===== src/rtl/qif_pkg.sv =====
// Package for the quaternion IMU fusion step: item structs, lane structs,
// sequencer states, register indexes, the reciprocal-root seed table and helpers.
// Depends on nothing.
package qif_pkg;

    localparam int NLANE = 4;

    localparam logic signed [31:0] ONE_Q30   = 32'sh4000_0000;
    localparam logic [33:0]        THREE_Q30 = 34'd3221225472;
    localparam logic [32:0]        Y_MAX     = 33'h0_8000_0000;

    typedef struct packed {
        logic signed [15:0] accel_x;
        logic signed [15:0] accel_y;
        logic signed [15:0] accel_z;
        logic signed [31:0] rate_x;
        logic signed [31:0] rate_y;
        logic signed [31:0] rate_z;
    } t_in_item;

    typedef struct packed {
        logic signed [31:0] att_w;
        logic signed [31:0] att_x;
        logic signed [31:0] att_y;
        logic signed [31:0] att_z;
    } t_out_item;

    typedef struct packed {
        logic [32:0] a;
        logic [32:0] b;
        logic        neg;
    } t_lane_in;

    typedef struct packed {
        logic [65:0] p;
        logic        neg;
    } t_lane_out;

    typedef logic signed [69:0] t_term;

    typedef enum logic [3:0] {
        ST_IDLE, ST_SQ, ST_NORM, ST_NR1, ST_NR2, ST_NR3, ST_UNIT,
        ST_TQ, ST_RQ, ST_ERR, ST_RATE, ST_HDT, ST_SQ0, ST_PQ, ST_DONE
    } t_state;

    typedef enum logic [2:0] {
        CFG_GRAV_X, CFG_GRAV_Y, CFG_GRAV_Z, CFG_HALF_DT, CFG_GAIN
    } t_cfg_idx;

    localparam logic [31:0] SEED [8] = '{
        32'd1920767367, 32'd1920767367, 32'd1920767367, 32'd1623345166,
        32'd1431655765, 32'd1294980959, 32'd1191209179, 32'd1108956259
    };

    function automatic logic [31:0] f_mag32(input logic signed [31:0] v);
        return v[31] ? 32'(-v) : 32'(v);
    endfunction

    function automatic logic signed [31:0] f_sat32(input t_term v);
        if (v > 70'sd2147483647) begin
            return 32'sh7fff_ffff;
        end else if (v < -70'sd2147483648) begin
            return 32'sh8000_0000;
        end
        return v[31:0];
    endfunction

endpackage


===== src/rtl/qif_lane.sv =====
// One multiplier lane: a registered sign-magnitude product of two operands.
// Depends on qif_pkg.
module qif_lane import qif_pkg::*; (
    input  logic      i_clk,
    input  t_lane_in  i_op,
    output t_lane_out o_res
);

    t_lane_out r_res;

    always_ff @(posedge i_clk) begin
        r_res.p   <= i_op.a * i_op.b;
        r_res.neg <= i_op.neg;
    end

    assign o_res = r_res;

endmodule


===== config.mk =====
export PLATFORM = sky130hd
export DESIGN_NAME = qif_lane
export DESIGN_NICKNAME = d
export VERILOG_FILES = /design/src/rtl/qif_pkg.sv /design/src/rtl/qif_lane.sv
export SDC_FILE = /design/constraint.sdc
export NUM_CORES = 2
export LEC_CHECK = 0
export BUFFER_PORTS_ARGS = -buffer_cell sky130_fd_sc_hd__buf_4
export CAP_MARGIN = 20
export CORE_ASPECT_RATIO = 0.7
export CORE_MARGIN = 8
export CORE_UTILIZATION = 24
export CTS_CLUSTER_DIAMETER = 50
export CTS_CLUSTER_SIZE = 12
export DETAILED_ROUTE_END_ITERATION = 12
export GPL_ROUTABILITY_DRIVEN = 0
export PLACE_DENSITY = 0.47
export SYNTH_ARGS = -nofsm -noshare
export SYNTH_HDL_FRONTEND = slang
export SYNTH_SLANG_ARGS = --single-unit

===== constraint.sdc =====
create_clock -name i_clk -period 8.04 [get_ports i_clk]
set_input_delay 0.402 -clock i_clk [delete_from_list [all_inputs] [get_ports i_clk]]
set_output_delay 0.402 -clock i_clk [all_outputs]
set_load 0.005 [all_outputs]

# Word level (Yosys, flattened, before mapping)
# Cells that the tools add are included.
[totals]
register_bits = 67
in_bits = 68
output_inout_bits = 67
elab_cells = 3
[op_classes]
multipliers = 1
[ops]
columns = ["cell", "count"]
rows = [
  ["$mul 33x33->66", 1],
]

# Logic depth before layout (Yosys ltp)
[depth]
ltp_word = 1
mapped_depth = 30
ltp_nobuf = 28

# Worst setup path before layout
# No wires, ideal clock.
[synth_path]
path_type = "input to register"
start = "input port i_op[1] (netlist name)"
end = "register r_res (netlist bit o_res[59])"
setup_time_ns = 0.072
arrival_ns = 7.434
required_time_ns = 7.968
slack_ns = 0.534
cell_stages = 28
path_buffers = 2
path_cell_list = "clkbuf_1 and2_1 fa_1 inv_1 fa_1 inv_1 fa_1 inv_1 fa_1 inv_1 fa_1 fa_1 fa_1 inv_1 fa_1 inv_1 ha_1 buf_2 nand2_1 or4_1 or3_1 o22ai_1 o211a_1 o21ai_2 nand3b_4 o31a_1 o21ai_2 xor2_1"
[synth_via]
elab_chain_cells = 1
[synth_lines]
columns = ["element", "line_no", "rtl"]
rows = [
  ["start, declared", "qif_lane.sv:5", "input t_lane_in i_op,"],
  ["$mul 33x33->66", "qif_lane.sv:12", "r_res.p <= i_op.a * i_op.b;"],
  ["end, declared", "qif_lane.sv:9", "t_lane_out r_res;"],
]
# Every way passes these cells.

# Final worst setup path
[layout_path]
start = "input port i_op[44] (netlist name)"
end = "register r_res (netlist bit o_res[63])"
# Same word-level chain as after synthesis.

==> summary.md <==
| Metric | Value |
|---|---|
| Initial antenna violation count | `20` |
| Critical path arrival | `8.05 ns` |
| Area grow syn2layout | `12.1%` |
| Number of synthesized flops with an enable pin | `0` |
| Fmax | `129 MHz` |
| Grt total ovfl | `0` |
| Max-Cap Viols | `0` |
| Critical Path Source | `i_op[44]` |
| RSZ-0062 raised after global routing | `no` |
| Post-Syn Area | `0.0366 mm^2` |
| CTS sink cnt | `67` |
| # IOs | `between 100 and 150` |
| Drt pass-1 iters | `5` |
| Period minus WS final | `between 7 and 8 ns` |
| PortBufs | `134` |
| Hold Crit Class | `in2reg` |
| Synth top area share | `52.4%` |
| Die Area | `0.166 mm^2` |
| Commonest non-fill, non-tap cell in the layout | `inv_1` |
| Reg area | `0.00134 mm^2` |
| # hold bufs at CTS | `0` |
| Vias | `26000` |
| TritonCTS Buffers | `9` |
| Critical Path Fanout Max | `6` |
| Normalized max-slew margin | `between 60 and 70%` |
| Synthesized Nets | `5340` |
| Most frequent cells in the layout | `inv_1 (1048), fa_1 (958), and2_1 (574)` |
| Die X | `483 um` |
| Hpwl dp | `106 mm` |
| Crit-path max cell delay | `between 0.6 and 0.7 ns` |
| Yosys warns | `0` |
| Utilization after layout | `between 20% and 30%` |
| Max Buffers Root-to-Sink | `2` |
| Critical path required time | `8.34 ns` |
| Slew @ Worst Pin | `0.516 ns` |
| Library cells used by synthesis | `57` |
| H-tree level count | `3` |
| Post-Syn Instances | `4049` |
| Multi-input logic area | `0.0306 mm^2` |
| Syn avg cell area | `9.05 um^2` |
| DRC | `0` |
| Synth async-reset ratio | `0%` |
| Root buffer cell | `clkbuf_16` |
| Routed len/inst | `19.4 um` |
| Row count | `120` |
| Layout cell share with drive strength beyond 1 | `7.73%` |
| Routed WL | `120 mm` |
| Sequential area share after synthesis | `3.66%` |
| Total setup buffers inserted after CTS | `0` |
| Fin crit share | `slightly below 100%` |
| Fill cells | `between 15000 and 20000` |
| Crit. End Element | `register` |
| CP dominant cell by count | `fa_1` |
| DR vias/cell | `4.21` |
| WS Path Type | `in2reg` |
| Largest cells by area after synthesis | `fa_1 (52%), inv_1 (11%), and2_1 (9.8%)` |
| Status | `finished, final reports clean` |
| DIE HEIGHT | `343 um` |
| NumNets Final | `5440` |
| Initial Util | `between 20% and 30%` |
| Area leader, netlist | `fa_1` |
| Critical Path End | `o_res[63]$_DFF_P_` |
| Slowest CP cell | `fa_1` |
| Area of the core | `0.152 mm^2` |
| Vias in the first global route | `around 28000` |
| Final setup violation count | `0` |
| FF+latch count, synth | `67` |
| Synth Flop Type | `dfxtp_1` |
| TritonCTS clock tree | `built` |
| Total GRT Usage | `14.8%` |
| Worst hold stages | `1` |
| Placed cell count | `6151` |
| First-pass GRT wire length | `186 mm` |
| Non-filler instance count after layout | `6176` |
| Post-CTS sizing | `0` |
| Clk slew on worst S/H paths | `0.08 ns` |
| Worst setup SP type | `primary input` |
| Largest net degree at the start of global routing | `31` |
| Slew Viols, Final | `0` |
| DRT antenna net count | `0` |
| Final Hold Vio Count | `0` |
| Max reg flops | `67` |
| DRT iter0 DRCs | `1758` |
[how the worst min path moves through the flow]
stage / end / slack [ns] / startpoint
finish: o_res[0]$_DFF_P_ / 0.12 / i_op[0]
global route: o_res[0]$_DFF_P_ / 0.09 / i_op[0]
CTS: o_res[0]$_DFF_P_ / 0.08 / i_op[0]
detailed placement: o_res[0]$_DFF_P_ / 0.51 / i_op[0]
global placement: o_res[0]$_DFF_P_ / 0.51 / i_op[0]
floorplan: o_res[0]$_DFF_P_ / 0.43 / i_op[0]
[kinds of logic (layout without fill, tap and decap cells)]
kind of cell	Yosys count	after routing	share of synthesized area (%)
xor gates and xnor gates	65	65	1.55
and+or+nand+nor	1233	1233	17.0
buffers and inverters	1260	1365	12.9
other	0	9	0
AOI/OAI and AO/OA	201	201	3.45
DFF	67	67	3.66
adders and majority gates	1223	1223	61.4
[layout make-up]
cell class                      instances  share of cell area [%]
Antenna cell                            9                  0.0549
Tap cell                             2013                    6.14
Multi-Input combinational cell       2722                    74.4
Clock buffer                           10                   0.558
Timing Repair Buffer                  300                    5.64
Clock inverter                          6                   0.335
Sequential cell                        67                    3.27
Inverter                             1049                    9.59
[through the flow]
stage                     cell area [um^2]  hold slack [ns]  setup TNS [ns]  setup WS, ns
after floorplan                      36600            0.430               0         0.534
after global placement               40700            0.506          -0.359       -0.0792
after detailed placement             40700            0.509          -0.218       -0.0710
after CTS                            41000           0.0820               0         0.282
after global routing                 41000           0.0927               0        0.0379
final                                41100            0.123               0         0.291
[synthesized netlist by cell type (2+ instances only)]
master,instances
and2_1,574
a211oi_1,5
o21ai_0,15
clkbuf_1,209
nor3_1,4
o31a_1,2
o211ai_1,2
o21a_1,7
a211o_1,2
nand4_1,16
a31o_1,2
nor4_1,2
nor2_1,33
o21ai_2,2
o31ai_1,3
dfxtp_1,67
xor2_1,24
nand2b_1,2
a31oi_1,6
nor2b_1,6
and4_1,4
nand2_1,567
ha_1,265
nand3_1,10
a21oi_1,73
and3_1,7
a21o_1,31
o21bai_1,8
inv_1,1048
or3_1,2
a221oi_1,2
o21ai_1,23
o41ai_1,2
buf_2,2
fa_1,958
a21boi_1,3
xnor2_1,41
[critical path, delay by kind of cell]
kind | cells | cell delay (ns)
fa+ha+maj | 9 | 4.50
compound gates | 4 | 0.65
simple gates | 6 | 1.37
buf+inv | 8 | 0.86
xor+xnor | 1 | 0.23
[layer usage]
layer,up-vias,part of all wire (%),global-route usage (%)
met5,-,0.050,0
met4,10,0.74,1.43
met3,43,9.0,3.87
met2,765,37,18.9
met1,13500,53,24.8
li1,11700,-,-
Power is not shown: default switching activity piles up to over one toggle a cycle in this logic, so the estimate is an artifact.
